[src/design/mtp_pkg.sv]
// mtp_pkg: shared types, constants and word functions of the mt19937 generator
// no dependencies
`default_nettype none

package mtp_pkg;

  localparam int unsigned STATE_WORDS = 624;
  localparam int unsigned IDX_W       = 10;

  localparam logic [IDX_W-1:0] IDX_LAST   = IDX_W'(STATE_WORDS - 1);
  localparam logic [IDX_W-1:0] TWIST_OFS  = IDX_W'(397);
  localparam logic [IDX_W-1:0] FAR_SPLIT  = IDX_W'(STATE_WORDS - 397);

  localparam logic [31:0] TWIST_MATRIX = 32'h9908b0df;
  localparam logic [31:0] HIGH_BIT     = 32'h80000000;
  localparam logic [31:0] LOW_BITS     = 32'h7fffffff;
  localparam logic [31:0] TEMPER_B     = 32'h9d2c5680;
  localparam logic [31:0] TEMPER_C     = 32'hefc60000;
  localparam logic [31:0] SEED_MULT    = 32'd1812433253;
  localparam logic [31:0] SEED_DEFAULT = 32'd5489;

  localparam logic [8:0] MAX_BYTES = 9'd256;

  localparam logic [1:0] ADDR_SEED = 2'd0;

  typedef struct packed {
    logic [6:0] words;
    logic [2:0] last_bytes;
  } cmd_t;

  function automatic logic [31:0] temper(input logic [31:0] y);
    logic [31:0] t;
    t = y ^ (y >> 11);
    t = t ^ ((t << 7) & TEMPER_B);
    t = t ^ ((t << 15) & TEMPER_C);
    t = t ^ (t >> 18);
    return t;
  endfunction

  function automatic logic [31:0] mix(input logic [31:0] a, input logic [31:0] b,
                                      input logic [31:0] far);
    logic [31:0] y;
    y = (a & HIGH_BIT) | (b & LOW_BITS);
    return far ^ (y >> 1) ^ (y[0] ? TWIST_MATRIX : 32'd0);
  endfunction

endpackage

`default_nettype wire

[src/design/mtp_queue.sv]
// mtp_queue: small command queue between request front and word generator
// depends on mtp_pkg
`default_nettype none

module mtp_queue #(
  parameter int unsigned DEPTH = 2
) (
  input  wire logic          clk,
  input  wire logic          rst_n,
  input  wire logic          push_valid,
  output logic               push_ready,
  input  wire mtp_pkg::cmd_t push_data,
  output logic               pop_valid,
  input  wire logic          pop_ready,
  output mtp_pkg::cmd_t      pop_data
);

  localparam int unsigned PW = (DEPTH > 1) ? $clog2(DEPTH) : 1;
  localparam int unsigned CW = $clog2(DEPTH + 1);

  mtp_pkg::cmd_t   mem_r [DEPTH];
  logic [PW-1:0]   wr_ptr_r, wr_ptr_nxt;
  logic [PW-1:0]   rd_ptr_r, rd_ptr_nxt;
  logic [CW-1:0]   cnt_r, cnt_nxt;
  logic            do_push, do_pop;

  assign push_ready = (cnt_r != CW'(DEPTH));
  assign pop_valid  = (cnt_r != '0);
  assign pop_data   = mem_r[rd_ptr_r];
  assign do_push    = push_valid & push_ready;
  assign do_pop     = pop_valid & pop_ready;

  always_comb begin
    wr_ptr_nxt = wr_ptr_r;
    rd_ptr_nxt = rd_ptr_r;
    cnt_nxt    = cnt_r;
    if (do_push) begin
      wr_ptr_nxt = (wr_ptr_r == PW'(DEPTH - 1)) ? '0 : wr_ptr_r + 1'b1;
    end
    if (do_pop) begin
      rd_ptr_nxt = (rd_ptr_r == PW'(DEPTH - 1)) ? '0 : rd_ptr_r + 1'b1;
    end
    if (do_push && !do_pop) begin
      cnt_nxt = cnt_r + 1'b1;
    end else if (do_pop && !do_push) begin
      cnt_nxt = cnt_r - 1'b1;
    end
  end

  always_ff @(posedge clk) begin
    if (!rst_n) begin
      wr_ptr_r <= '0;
      rd_ptr_r <= '0;
      cnt_r    <= '0;
    end else begin
      wr_ptr_r <= wr_ptr_nxt;
      rd_ptr_r <= rd_ptr_nxt;
      cnt_r    <= cnt_nxt;
    end
  end

  always_ff @(posedge clk) begin
    if (do_push) begin
      mem_r[wr_ptr_r] <= push_data;
    end
  end

endmodule

`default_nettype wire

[config.mk]
export PLATFORM = sky130hd
export DESIGN_NAME = mtp_queue
export DESIGN_NICKNAME = d
export VERILOG_FILES = /design/src/design/mtp_pkg.sv /design/src/design/mtp_queue.sv
export SDC_FILE = /design/constraint.sdc
export NUM_CORES = 1
export LEC_CHECK = 0
export BUFFER_PORTS_ARGS = -buffer_cell sky130_fd_sc_hd__buf_2
export CAP_MARGIN = 20
export CELL_PAD_IN_SITES_DETAIL_PLACEMENT = 1
export CELL_PAD_IN_SITES_GLOBAL_PLACEMENT = 1
export CORE_MARGIN = 5
export CORE_UTILIZATION = 40
export CTS_BUF_LIST = sky130_fd_sc_hd__clkbuf_4 sky130_fd_sc_hd__clkbuf_8
export DETAILED_ROUTE_END_ITERATION = 10
export PLACE_DENSITY = 0.84
export SYNTH_ARGS = -nofsm -noshare
export SYNTH_HDL_FRONTEND = slang
export SYNTH_SLANG_ARGS = --single-unit
[constraint.sdc]
create_clock -name clk -period 1.6 [get_ports clk]
set_input_delay 0.32 -clock clk [delete_from_list [all_inputs] [get_ports clk]]
set_output_delay 0.32 -clock clk [all_outputs]
set_load 0.02 [all_outputs]
# Word level (Yosys, flattened, before mapping)
# Memories as Yosys holds them, arrays and structs flattened. A register that Yosys moved wholly into a read port is not among the register bits.
# Cells that the tools add are included.
dict set report totals {
  output_inout_bits 12
  mem_bits_rw 20
  inputBits 14
  elab_cells 25
  reg_bits 4
  n_memories 1
}
# name words word_bits rd rd_ports_with_merged_regs write_ports line
set mem_list {}
lappend mem_list {mem_r 2 10 1 1 1 mtp_queue.sv:21} ;# mtp_pkg::cmd_t mem_r [DEPTH];
dict set report op_classes {
  addsub 4
  eq_ne 1
  n_reduce_logical 6
  n_mux 8
  bitwise 2
}
# op count
set ops {}
lappend ops {{$mux W1} 6}
lappend ops {{$mux W2} 2}
lappend ops {{$reduce_bool A2 Y1} 2}
lappend ops {{$add A1 B1 Y1 const B} 2}
lappend ops {{$add A2 B1 Y2 const B} 1}
lappend ops {{$and A1 B1 Y1} 2}
lappend ops {{$logic_and A1 B1 Y1} 2}
lappend ops {{$logic_not A1 Y1} 2}
lappend ops {{$ne A2 B2 Y1 const B} 1}
lappend ops {{$sub A2 B1 Y2 const B} 1}

# Depth between registers and ports, before layout
dict set report depth {
  ltp_word 6
  ltp_mapped 6
  mapped_depth_nobuf 6
}

# Worst setup path before layout
# No wires, ideal clock.
dict set report synth_path {
  kind {reg2reg}
  start {register cnt_r[0]}
  end {register cnt_r[1]}
  setup_ps 70
  t_arrival_ps 1472
  synth_period_minus_slack_ps 1542
  n_path_buf 0
  path_stages_with_launch 6
  path_slack_ps 58
  required_ps 1530
  path_cell_list {dfxtp_1 nand2b_4 and2_1 ha_1 or3_1 a21oi_1}
}
dict set report synth_between {
  elab_chain_len 5
  word_cells_on_any_way 13
  cone_classes {add/sub: 2; eq/ne: 1; mux: 2; bitwise: 2; reduce/logical: 6}
}
# element line
set synth_lines {}
lappend synth_lines {{start: declaration} mtp_queue.sv:24} ;# logic [CW-1:0] cnt_r, cnt_nxt;
lappend synth_lines {{start signal: assignment} mtp_queue.sv:58} ;# cnt_r <= cnt_nxt;
lappend synth_lines {{$ne A2 B2 Y1 *} mtp_queue.sv:27} ;# assign push_ready = (cnt_r != CW'(DEPTH));
lappend synth_lines {{net push_ready} mtp_queue.sv:11} ;# output logic push_ready,
lappend synth_lines {{$and A1 B1 Y1 *} mtp_queue.sv:30} ;# assign do_push = push_valid & push_ready;
lappend synth_lines {{net do_push} mtp_queue.sv:25} ;# logic do_push, do_pop;
lappend synth_lines {{$logic_not A1 Y1} mtp_queue.sv:45} ;# end else if (do_pop && !do_push) begin
lappend synth_lines {{$logic_and A1 B1 Y1} mtp_queue.sv:45}
lappend synth_lines {{$reduce_bool A2 Y1 (no source line)} -}
# The timed path passes the listed nets; every way through them passes the cells marked *. The select of a mux whose other input is x is not followed.
# A chain may end at the register's enable or synchronous reset.

==> flow_summary.toml <==
[sta]
fmax_mhz = 633
finalCriticalPeriod_ns = 1.58
finalCritPeriodShare = 0.987
skew_ns = 0.00192
hold-worst-slack_ns = 0.188
maxSlewViolCount = 0
slew-limit-headroom = 0.690
setup_ws_ns = 0.0211
tightest_slew_ns = 0.466
finalSetupTns_ns = 0
setup_viol = 0
rsz0062_at_grt = "yes"
hold_viol_final = 0

[finish]
diodes = 0
final_nets = 104
drive_above_1_share = 0.580
fill_cells = 219
fin_util = 0.580
ff_latch_area_um2 = 704
syn_to_final_growth_pct = 36.0
multi_input_area_um2 = 293

[place]
place_ws_ns = -0.0101
portBuffers = 25
gp_congestion = 0.622
post-dp-hpwl_um = 1440

[power]
p_leak_nw = 0.531
p_per_area_nw_per_um2 = 1600
vdd_drop_max_mv = 0.950

[cts]
hold_buffers = 0
insertion_delay_ns = 0.31
clk_pin_slew_ns = 0.13
cts_root_buffer = "clkbuf_4"
clock_sinks = 25
cts_buffers = 3
cts.path.max_buffers = 2
htreeDepth = 1
tritoncts = "yes"

[logic_synthesis]
synth_area_um2 = 952
syn_inst = 56
synth_flop_cell = "edfxtp_1"
ys_warn_count = 0
synth_area_leaders = "edfxtp_1 63%, mux2_2 12%, dfxtp_1 11%"
synth_nets = 71
yosysSeqAreaShare = 0.736
synth_edf_count = 20
avgSynthCellArea_um2 = 17.0
ys_ff_latch = 25
ys_types = 17
synth_top_area_share = 0.631
synthArstFlopShare = 0
yosysTopAreaCell = "edfxtp_1"

[worst_setup_path]
critical_path.slowest_cell = "dfxtp_2"
cp.required_ns = 1.28
reg2reg_to = "cnt_r[1]"
timing_worst_setup_path_type = "flip-flop to output pin"
cp_top_family = "flip-flops"
cpMostUsedCell = "buf_6"
cp_max_fo = 5
worstSetupEndpointType = "output pin"
r2r_slack_ns = 0.06
path_buf_inv = 2
reg2reg_from = "cnt_r[0]"
r2r_cells = 6
arrival_ns = 1.26
max_stage_delay_ns = 0.37
worstPathCellList = "buf_6, mux2_4, buf_6"
cp-start-kind = "flip-flop"

[route]
detail_route.first_pass.iterations = 3
vias_per_cell = 4.92
drtAntennaViolNets = 0
drt_iter0_drc = 2
route.detailed.drc = 0
finalWirelength_um = 2000
via_count = 571
wire_per_inst_um = 17.2

[worst_hold_path]
min_to = "mem_r[0][2]"
hold_path_depth = 1
worstHoldPathType = "input port to flip-flop"
hp-start = "push_data[2]"

[floorplanning]
die_w_um = 58.8
coreArea_um2 = 2230
start_util = 0.426
fp.dieH_um = 58.8
die_area_um2 = 3460
core.rowCount = 17
pin_count = 26

[global_routing]
antenna_found_initial = 0
gr-total-overflow = 0
grt_pass1_vias = 644
grt_usage = 0.123
grt_max_degree = 14
grt_pass1_wl_um = 3030

[run_status]
outcome = "complete, no violations"

[run]
max_cap_violations = 0
==> sequential cells by signal, indices dropped and copies added (netlist names), named ones only <==
register	count
mem_r	20
cnt_r	2
wr_ptr_r	1
rd_ptr_r	1
==> cell usage in the layout, fill, tap and decap left out <==
cell      count
edfxtp_1     20
buf_2        15
buf_6        12
mux2_4       10
clkbuf_4      4
xor2_1        3
nor2_1        3
dfxtp_2       3
inv_1         2
buf_4         2
dfxtp_1       2
nand2b_4      1
and2_1        1
or2_2         1
o21ai_1       1
and3_1        1
nand3b_1      1
a21bo_2       1
a21oi_1       1
o21ai_0       1
or3_1         1
a21oi_2       1
ha_4          1
==> worst register-to-register path, cell delays in order, from the launching register on <==
cell,delay [ns]
dfxtp_2,0.35
nand2b_4,0.16
and2_1,0.19
ha_4,0.16
xor2_1,0.15
or3_1,0.32
a21oi_2,0.15
==> metrics by stage <==
step | total power, W | cells | instance area [um^2]
after floorplan | 0.00133 | 56 | 952
after global placement | 0.00150 | 110 | 1120
after detailed placement | 0.00154 | 110 | 1120
after CTS | 0.00202 | 116 | 1260
after global routing | 0.00218 | 116 | 1290
final | 0.00208 | 116 | 1290
==> report_power, final <==
| group | total, W | switching [W] | leakage [nW] | internal, W |
|---|---|---|---|---|
| logic | 0.000898 | 0.000424 | 0.283 | 0.000474 |
| registers | 0.000888 | 0.0000586 | 0.229 | 0.000830 |
| clock network | 0.000292 | 0.000178 | 0.0184 | 0.000114 |
| total | 0.00208 | 0.000661 | 0.531 | 0.00142 |
==> metal layers <==
layer	GRT usage	vias to the layer above	wire [um]
met5	0	-	0
met4	0.0485	0	31
met3	0.0395	4	136
met2	0.240	19	1100
met1	0.116	277	728
li1	-	271	-
==> worst max path at each step <==
stage | from | endpoint | slack (ns) | depth (start not counted)
2_1_floorplan | cnt_r[0] | cnt_r[1] | 0.06 | 5
3_5_place_dp | cnt_r[0] | cnt_r[1] | -0.01 | 5
6_report | flip-flop | pop_data[0] | 0.02 | 3
3_3_place_gp | cnt_r[0] | cnt_r[1] | 0.09 | 5
5_1_grt | flip-flop | pop_data[0] | -0.03 | 3
4_1_cts | flip-flop | pop_data[0] | -0.03 | 3
==> what timing repair did <==
item	4_1_cts	5_1_grt
resized for setup	29	10
buffers inserted	1	0
gates cloned	1	0
pin swaps	1	0
endpoints found under the setup margin	11	11
==> cell usage after synthesis, types with 2 or more instances <==
cell	n
a21oi_1	2
edfxtp_1	20
o21ai_0	2
nor2_1	3
dfxtp_1	5
inv_1	2
xor2_1	3
mux2_2	10
==> final cells by class <==
class,count,share of cell area
Multi-Input combinational cell,28,0.226
Tap cell,28,0.0271
Inverter,2,0.00580
Clock buffer,4,0.0232
Timing Repair Buffer,29,0.174
Sequential cell,25,0.544
==> cells by family (layout without fill, tap and decap cells) <==
logic type | count (synthesis) | after routing | share of synthesized area
flops | 25 | 25 | 0.736
fa+ha+maj | 1 | 1 | 0.0131
compound gates | 5 | 5 | 0.0315
buf+inv | 3 | 35 | 0.0131
xor+xnor | 3 | 3 | 0.0276
simple gates | 9 | 9 | 0.0605
mux | 10 | 10 | 0.118
(Power assumes the default switching activity.)
