$ cat config.mk
export PLATFORM = sky130hd
export DESIGN_NAME = mtp_front
export DESIGN_NICKNAME = d
export VERILOG_FILES = /design/src/design/mtp_pkg.sv /design/src/design/mtp_front.sv
export SDC_FILE = /design/constraint.sdc
export NUM_CORES = 1
export LEC_CHECK = 0
export BUFFER_PORTS_ARGS = -buffer_cell sky130_fd_sc_hd__buf_4
export CELL_PAD_IN_SITES_DETAIL_PLACEMENT = 2
export CELL_PAD_IN_SITES_GLOBAL_PLACEMENT = 2
export CORE_MARGIN = 1
export CORE_UTILIZATION = 13
export DETAILED_ROUTE_END_ITERATION = 7
export PLACE_DENSITY = 0.79
export SLEW_MARGIN = 20
export SYNTH_ARGS = -nofsm -noshare
export SYNTH_HDL_FRONTEND = slang
export SYNTH_SLANG_ARGS = --single-unit
$ cat constraint.sdc
create_clock -name vclk -period 1.28
set_input_delay 0.384 -clock vclk [all_inputs]
set_output_delay 0.384 -clock vclk [all_outputs]
set_load 0.01 [all_outputs]
$ cat src/design/mtp_pkg.sv
// mtp_pkg: shared types, constants and word functions of the mt19937 generator
// no dependencies
`default_nettype none

package mtp_pkg;

  localparam int unsigned STATE_WORDS = 624;
  localparam int unsigned IDX_W       = 10;

  localparam logic [IDX_W-1:0] IDX_LAST   = IDX_W'(STATE_WORDS - 1);
  localparam logic [IDX_W-1:0] TWIST_OFS  = IDX_W'(397);
  localparam logic [IDX_W-1:0] FAR_SPLIT  = IDX_W'(STATE_WORDS - 397);

  localparam logic [31:0] TWIST_MATRIX = 32'h9908b0df;
  localparam logic [31:0] HIGH_BIT     = 32'h80000000;
  localparam logic [31:0] LOW_BITS     = 32'h7fffffff;
  localparam logic [31:0] TEMPER_B     = 32'h9d2c5680;
  localparam logic [31:0] TEMPER_C     = 32'hefc60000;
  localparam logic [31:0] SEED_MULT    = 32'd1812433253;
  localparam logic [31:0] SEED_DEFAULT = 32'd5489;

  localparam logic [8:0] MAX_BYTES = 9'd256;

  localparam logic [1:0] ADDR_SEED = 2'd0;

  typedef struct packed {
    logic [6:0] words;
    logic [2:0] last_bytes;
  } cmd_t;

  function automatic logic [31:0] temper(input logic [31:0] y);
    logic [31:0] t;
    t = y ^ (y >> 11);
    t = t ^ ((t << 7) & TEMPER_B);
    t = t ^ ((t << 15) & TEMPER_C);
    t = t ^ (t >> 18);
    return t;
  endfunction

  function automatic logic [31:0] mix(input logic [31:0] a, input logic [31:0] b,
                                      input logic [31:0] far);
    logic [31:0] y;
    y = (a & HIGH_BIT) | (b & LOW_BITS);
    return far ^ (y >> 1) ^ (y[0] ? TWIST_MATRIX : 32'd0);
  endfunction

endpackage

`default_nettype wire

$ cat src/design/mtp_front.sv
// mtp_front: accepts byte requests, saturates them and turns them into word commands
// depends on mtp_pkg
`default_nettype none

module mtp_front (
  input  wire logic          in_valid,
  output logic               in_ready,
  input  wire logic [8:0]    in_byte_count,
  input  wire logic          busy,
  output logic               push_valid,
  input  wire logic          push_ready,
  output mtp_pkg::cmd_t      push_data
);

  logic [8:0] sat;
  logic [8:0] sat_m1;
  logic [8:0] sat_p3;

  always_comb begin
    sat    = (in_byte_count > mtp_pkg::MAX_BYTES) ? mtp_pkg::MAX_BYTES : in_byte_count;
    sat_m1 = sat - 9'd1;
    sat_p3 = sat + 9'd3;
    push_data.words      = 7'(sat_p3 >> 2);
    push_data.last_bytes = {1'b0, sat_m1[1:0]} + 3'd1;
  end

  // zero-byte transactions are taken and dropped here
  assign in_ready   = push_ready & ~busy;
  assign push_valid = in_valid & ~busy & (in_byte_count != 9'd0);

endmodule

`default_nettype wire

# After elaboration in Yosys (flattened, before gate mapping)
# Index checks and enable logic that the tools add are counted.
# W data, S select, Z words.
# totals
output_inout_bits	12
mem_bits_ro	0
latchBits	0
elab_cells	10
memories	0
ramBits	0
ff_bits	0
# op_classes
div_mod_pow	0
mux	1
reduce_logical	1
add_sub_neg	3
bitwise_logic	4
eq_ne	0
multipliers	0
n_shift	0
n_lt_le_gt_ge	1
# op_table
cell	n
$add A9 B2 Y9 const B	1
$gt A9 B9 Y1 const B	1
$mux W9	1
$reduce_bool A9 Y1	1
$add A2 B1 Y3 const B	1
$and A1 B1 Y1	3
$sub A2 B1 Y2 const B	1
$not A1 Y1	1

# Depth between registers and ports, before layout
# Gate-level depths: netlist (run 1).
# depth
word_depth	4
ltp_mapped	3

# Worst setup path after synthesis (run 1)
# No wires, ideal clock.
# synth_timing
path_kind	input port to output port
startpoint	in in_byte_count[0]
endpoint	out push_data[7] (netlist name)
t_required_ps	896
arrival_ps	1072
path_slack_ps	-176
stages	3
path_cell_list	o2111ai_2 > or3_1 > a21oi_1
# synth_rtl
item	line	rtl
from (decl)	mtp_front.sv:8	input wire logic [8:0] in_byte_count,
to (decl)	mtp_front.sv:12	output mtp_pkg::cmd_t push_data

# Worst setup path in the final report (run 1)
# layout_timing
startpoint	in in_byte_count[2]
endpoint	out push_valid
# layout_between
elab_chain_len	2
# layout_rtl
item	line	rtl
$reduce_bool A9 Y1	mtp_front.sv:29	assign push_valid = in_valid & ~busy & (in_byte_count != 9'd0);
$and A1 B1 Y1	mtp_front.sv:29	
to (decl)	mtp_front.sv:10	output logic push_valid,
# Every way passes these cells.

==> results_dict.tcl, run 1 <==
set metrics [dict create \
    status "finished with violations" \
    failed_checks "setup timing" \
    num_vias 351 \
    overflow 0 \
    diodes 0 \
    seq_area_um2 0 \
    nNetsFinal 75 \
    grt_pass1_wl_um 1630 \
    viasPerCell 4.62 \
    dieHeight_um 40.8 \
    netlist_top_cells_area "a21oi_1, nor2b_1, or3_1" \
    crit_required_ns 0.90 \
    place_inst 74 \
    avgSynthCellArea_um2 6.10 \
    worstMarginPinSlew_ns 0.243 \
    syn2layout_area_growth_pct 217 \
    fillers 152 \
    core-area_um2 1350 \
    min_to "in_ready" \
    slew_viol_final 0 \
    endpoint_kind "primary output" \
    clock_buffers 0 \
    start_util 0.145 \
    drv_cap 0 \
    fin_cells 76 \
    grt_pass1_vias 357 \
    routedWlPerCell_um 14.1 \
    synth_top_area_share 0.103 \
    die_w_um 40.8 \
    place_ws_ns -0.384 \
    finalCritPeriodShare 1.29 \
    p_leak_nw 0.271 \
    nFlopsAndLatches 0 \
    grt_max_degree 11 \
    mostFrequentLayoutCells "buf_4, buf_6, buf_12" \
    cp.arrival_ns 1.26 \
    synth_warnings 0 \
    post-route-min-period_ns 1.65 \
    timing.final.ws_setup_ns -0.366 \
    layout-drive-gt1-share 0.738 \
    final_antenna_net_count 0 \
    ys_types 16 \
    finalPower_w 0.000208 \
    synth_area_leader_cell "a21oi_1" \
    ir_worst_vdd_mv 0.114 \
    syn_inst 32 \
    drc 0 \
    synth_area_um2 195 \
    globalplace.congestion 0.667 \
    rsz0062_at_grt "yes" \
    hold_violations 0 \
    syn-num-nets 44 \
    fin_hold_ws_ns 1.02 \
    final_common_cell "buf_4" \
    grt_usage 0.146 \
    first_iter_violations 1 \
    rows 13 \
    routed_wl_um 1070 \
    max_freq_ghz 0.608 \
    dr.pass1.iters 2 \
    hold_depth 3 \
    ys_seq_area_frac 0 \
    setup_violations 10 \
    ios 24 \
    critPathMaxFanout 5 \
    portBuffers 24 \
    critical_path_class "primary input to primary output" \
    max_slew_margin 0.837 \
    fin_util 0.459 \
    die_area_um2 1660 \
    start_kind "primary input" \
    hp-class "primary input to primary output" \
    min_from "busy" \
    grt_antenna_before_repair 0 \
    power_density_nw_per_um2 336 \
    hpwl_um 721 \
]
-- synth_stat cells --
cell       number
a21o_1          1
a21oi_1         4
clkbuf_1        1
inv_1           2
nand2_1         2
nand3_1         1
nor2_1          4
nor2b_1         3
nor4_1          2
o2111ai_2       1
o211a_1         1
o211ai_2        1
o21ai_0         3
or3_1           3
xnor2_1         1
xor2_1          2
-- cells by family (layout without fill, tap and decap cells) --
group,count (synthesis),in the layout,share of synthesized area
compound gates,11,11,0.410
buf+inv,3,32,0.0577
xor+xnor,3,3,0.135
simple gates,15,15,0.397
-- how the worst max path moves through the flow --
stage,start,endpoint,slack (ns),cells after the start
floorplan,in_byte_count[0],push_data[7],-0.13,3
global placement,in_byte_count[0],push_data[7],-0.37,5
detailed placement,in_byte_count[2],push_valid,-0.38,5
CTS,in_byte_count[3],push_data[7],-0.36,5
global route,in_byte_count[2],push_valid,-0.43,5
finish,in_byte_count[2],push_valid,-0.37,5
-- per-layer routing --
layer	global-route usage	vias to the layer above	wire length, µm
li1	-	177	-
met1	0.179	162	415
met2	0.294	12	595
met3	0	0	58
met4	0	0	0
met5	0	-	0
-- stage by stage --
| step | setup TNS, ns | area (µm²) |
|---|---|---|
| floorplan | -0.454 | 248 |
| global placement | -2.51 | 472 |
| detailed placement | -2.58 | 472 |
| CTS | -2.39 | 587 |
| global route | -2.77 | 619 |
| finish | -2.31 | 619 |
-- what timing repair did --
item / CTS / global route
setup buffers: 3 / 0
resized for setup: 22 / 10
hold buffers: 0 / 0
setup endpoints to repair: 9 / 10
pin swaps: 15 / 8
-- power breakdown --
part	internal, W	leakage, nW	switching (W)
sequential	0	0	0
combinational	0.000119	0.271	0.0000893
clock	0	0	0
-- worst max-delay path: stages --
cell     delay [ns]
buf_12         0.12
nor4_4         0.30
nand2_2        0.11
o211a_1        0.23
buf_6          0.12
-- final cells by class --
class                           count  area [µm²]  area share
Timing Repair Buffer               30         310       0.501
Inverter                            2        7.51      0.0121
Tap cell                           15        18.8      0.0303
Multi-Input combinational cell     29         283       0.457
(Power assumes the default switching activity.)
==> run 2, diff against run 1 <==
--- a/config.mk
+++ b/config.mk
@@ -10,3 +10,3 @@
 export CELL_PAD_IN_SITES_GLOBAL_PLACEMENT = 2
-export CORE_MARGIN = 1
+export CORE_MARGIN = 2
 export CORE_UTILIZATION = 13
@@ -14,2 +14,3 @@
 export PLACE_DENSITY = 0.79
+export RECOVER_POWER = 100
 export SLEW_MARGIN = 20
==> constraint.sdc (replaced) <==
create_clock -name vclk -period 1.28
set_input_delay 0.384 -clock vclk [all_inputs]
set_output_delay 0.384 -clock vclk [all_outputs]
set_load 0.05 [all_outputs]
==> results_dict.tcl, run 2 (synthesis gave the netlist of run 1 again) <==
set metrics [dict create \
    grt_busiest_layer "met2" \
    routedWlPerCell_um 20.8 \
    seq_area_um2 0 \
    use_met2 0.376 \
    critical_path_class "primary input to primary output" \
    power_density_nw_per_um2 449 \
    failed_checks "setup timing" \
    slowest_stage "nor4_4" \
    critPathMaxFanout 4 \
    die_area_um2 1830 \
    grt_pass1_vias 459 \
    rsz0062_at_grt "yes" \
    final_antenna_net_count 0 \
    p_leak_nw 0.326 \
    use_met3 0.00851 \
    viasPerCell 4.81 \
    grt_antenna_before_repair 0 \
    mostFrequentLayoutCells "buf_6, buf_4, buf_8" \
    grt_pass1_wl_um 2530 \
    syn2layout_area_growth_pct 334 \
    cp.arrival_ns 1.34 \
    fin_util 0.627 \
    setup_violations 11 \
    timing.final.ws_setup_ns -0.446 \
    holdBufCountCts 0 \
    rows 13 \
    slew_viol_final 0 \
    hold_violations 0 \
    hpwl_um 1030 \
    hp-class "primary input to primary output" \
    clock_buffers 0 \
    grtUsageMet1 0.205 \
    routed_wl_um 1660 \
    post-route-min-period_ns 1.73 \
    nNetsFinal 79 \
    diodes 0 \
    nFlopsAndLatches 0 \
    design_area_um2 847 \
    placed_area_um2 632 \
    grt_max_degree 11 \
    ir_worst_vdd_mv 0.212 \
    worstMarginPinSlew_ns 0.344 \
    dr.pass1.iters 4 \
    globalplace.congestion 0.704 \
    finalPower_w 0.000380 \
    overflow 0 \
    ios 24 \
    first_iter_violations 2 \
    dieHeight_um 42.8 \
    max_stage_delay_ns 0.28 \
    num_vias 385 \
    portBuffers 24 \
    endpoint_kind "primary output" \
    die_w_um 42.8 \
    timing.setup.tns_ns -3.20 \
    fin_hold_ws_ns 1.09 \
    core-area_um2 1350 \
    finalCritPeriodShare 1.35 \
    final_common_cell "buf_6" \
    cp_cell_sequence "buf_12 -> nor4_4 -> nand2_2 -> o211a_4 -> buf_8" \
    drv_cap 0 \
    drc 0 \
    grt_usage 0.184 \
    start_util 0.145 \
    max_freq_ghz 0.579 \
    crit_required_ns 0.90 \
    start_kind "primary input" \
    status "finished with violations" \
    layout-drive-gt1-share 0.923 \
    max_slew_margin 0.768 \
]
-- run 2: changes by cell type in the layout (fill, tap and decap cells not counted), moves of 4 or more --
cell | previous run | this run
buf_4 | 19 | 11
buf_6 | 6 | 12
buf_8 | 0 | 6
a21oi_4 | 0 | 4
nor2_1 | 4 | 0
nor2_4 | 0 | 4
-- run 2: through the flow --
| step | worst slack, ns | cells |
|---|---|---|
| 2_1_floorplan | -0.298 | 32 |
| 3_3_place_gp | -0.496 | 79 |
| 3_5_place_dp | -0.514 | 79 |
| 4_1_cts | -0.463 | 81 |
| 5_1_grt | -0.490 | 80 |
| 6_report | -0.446 | 80 |
-- run 2: path summary, 6_finish.rpt --
| path | start | to | slack [ns] | cells after the start |
|---|---|---|---|---|
| setup / recovery | in_byte_count[3] | push_valid | -0.45 | 5 |
| hold / removal | busy | in_ready | 1.09 | 3 |
-- run 2: final cells by class --
type                            count  area, µm²
Inverter                            2       7.51
Tap cell                           15       18.8
Multi-Input combinational cell     29        425
Timing Repair Buffer               34        395
Fill cell                         114        503
-- run 2: routing by layer --
metal	routed length, µm	vias to the layer above
li1	-	184
met1	607	189
met2	987	10
met3	30	2
met4	35	0
met5	0	-
-- run 2: worst max-delay path: cells and delay by family --
kind	cells	cell delay, ns
AOI/OAI and AO/OA	1	0.26
buffers and inverters	2	0.27
and+or+nand+nor	2	0.43
-- run 2: power by group --
part           switching, W  leakage (nW)  total (W)  internal [W]
logic              0.000207         0.326   0.000380      0.000173
clock network             0             0          0             0
registers                 0             0          0             0
total              0.000207         0.326   0.000380      0.000173
-- run 2: timing repair --
action / 4_1_cts / 5_1_grt
buffers inserted: 2 / 0
pin swaps: 10 / 11
resized for setup: 39 / 9
setup endpoints to repair: 11 / 11
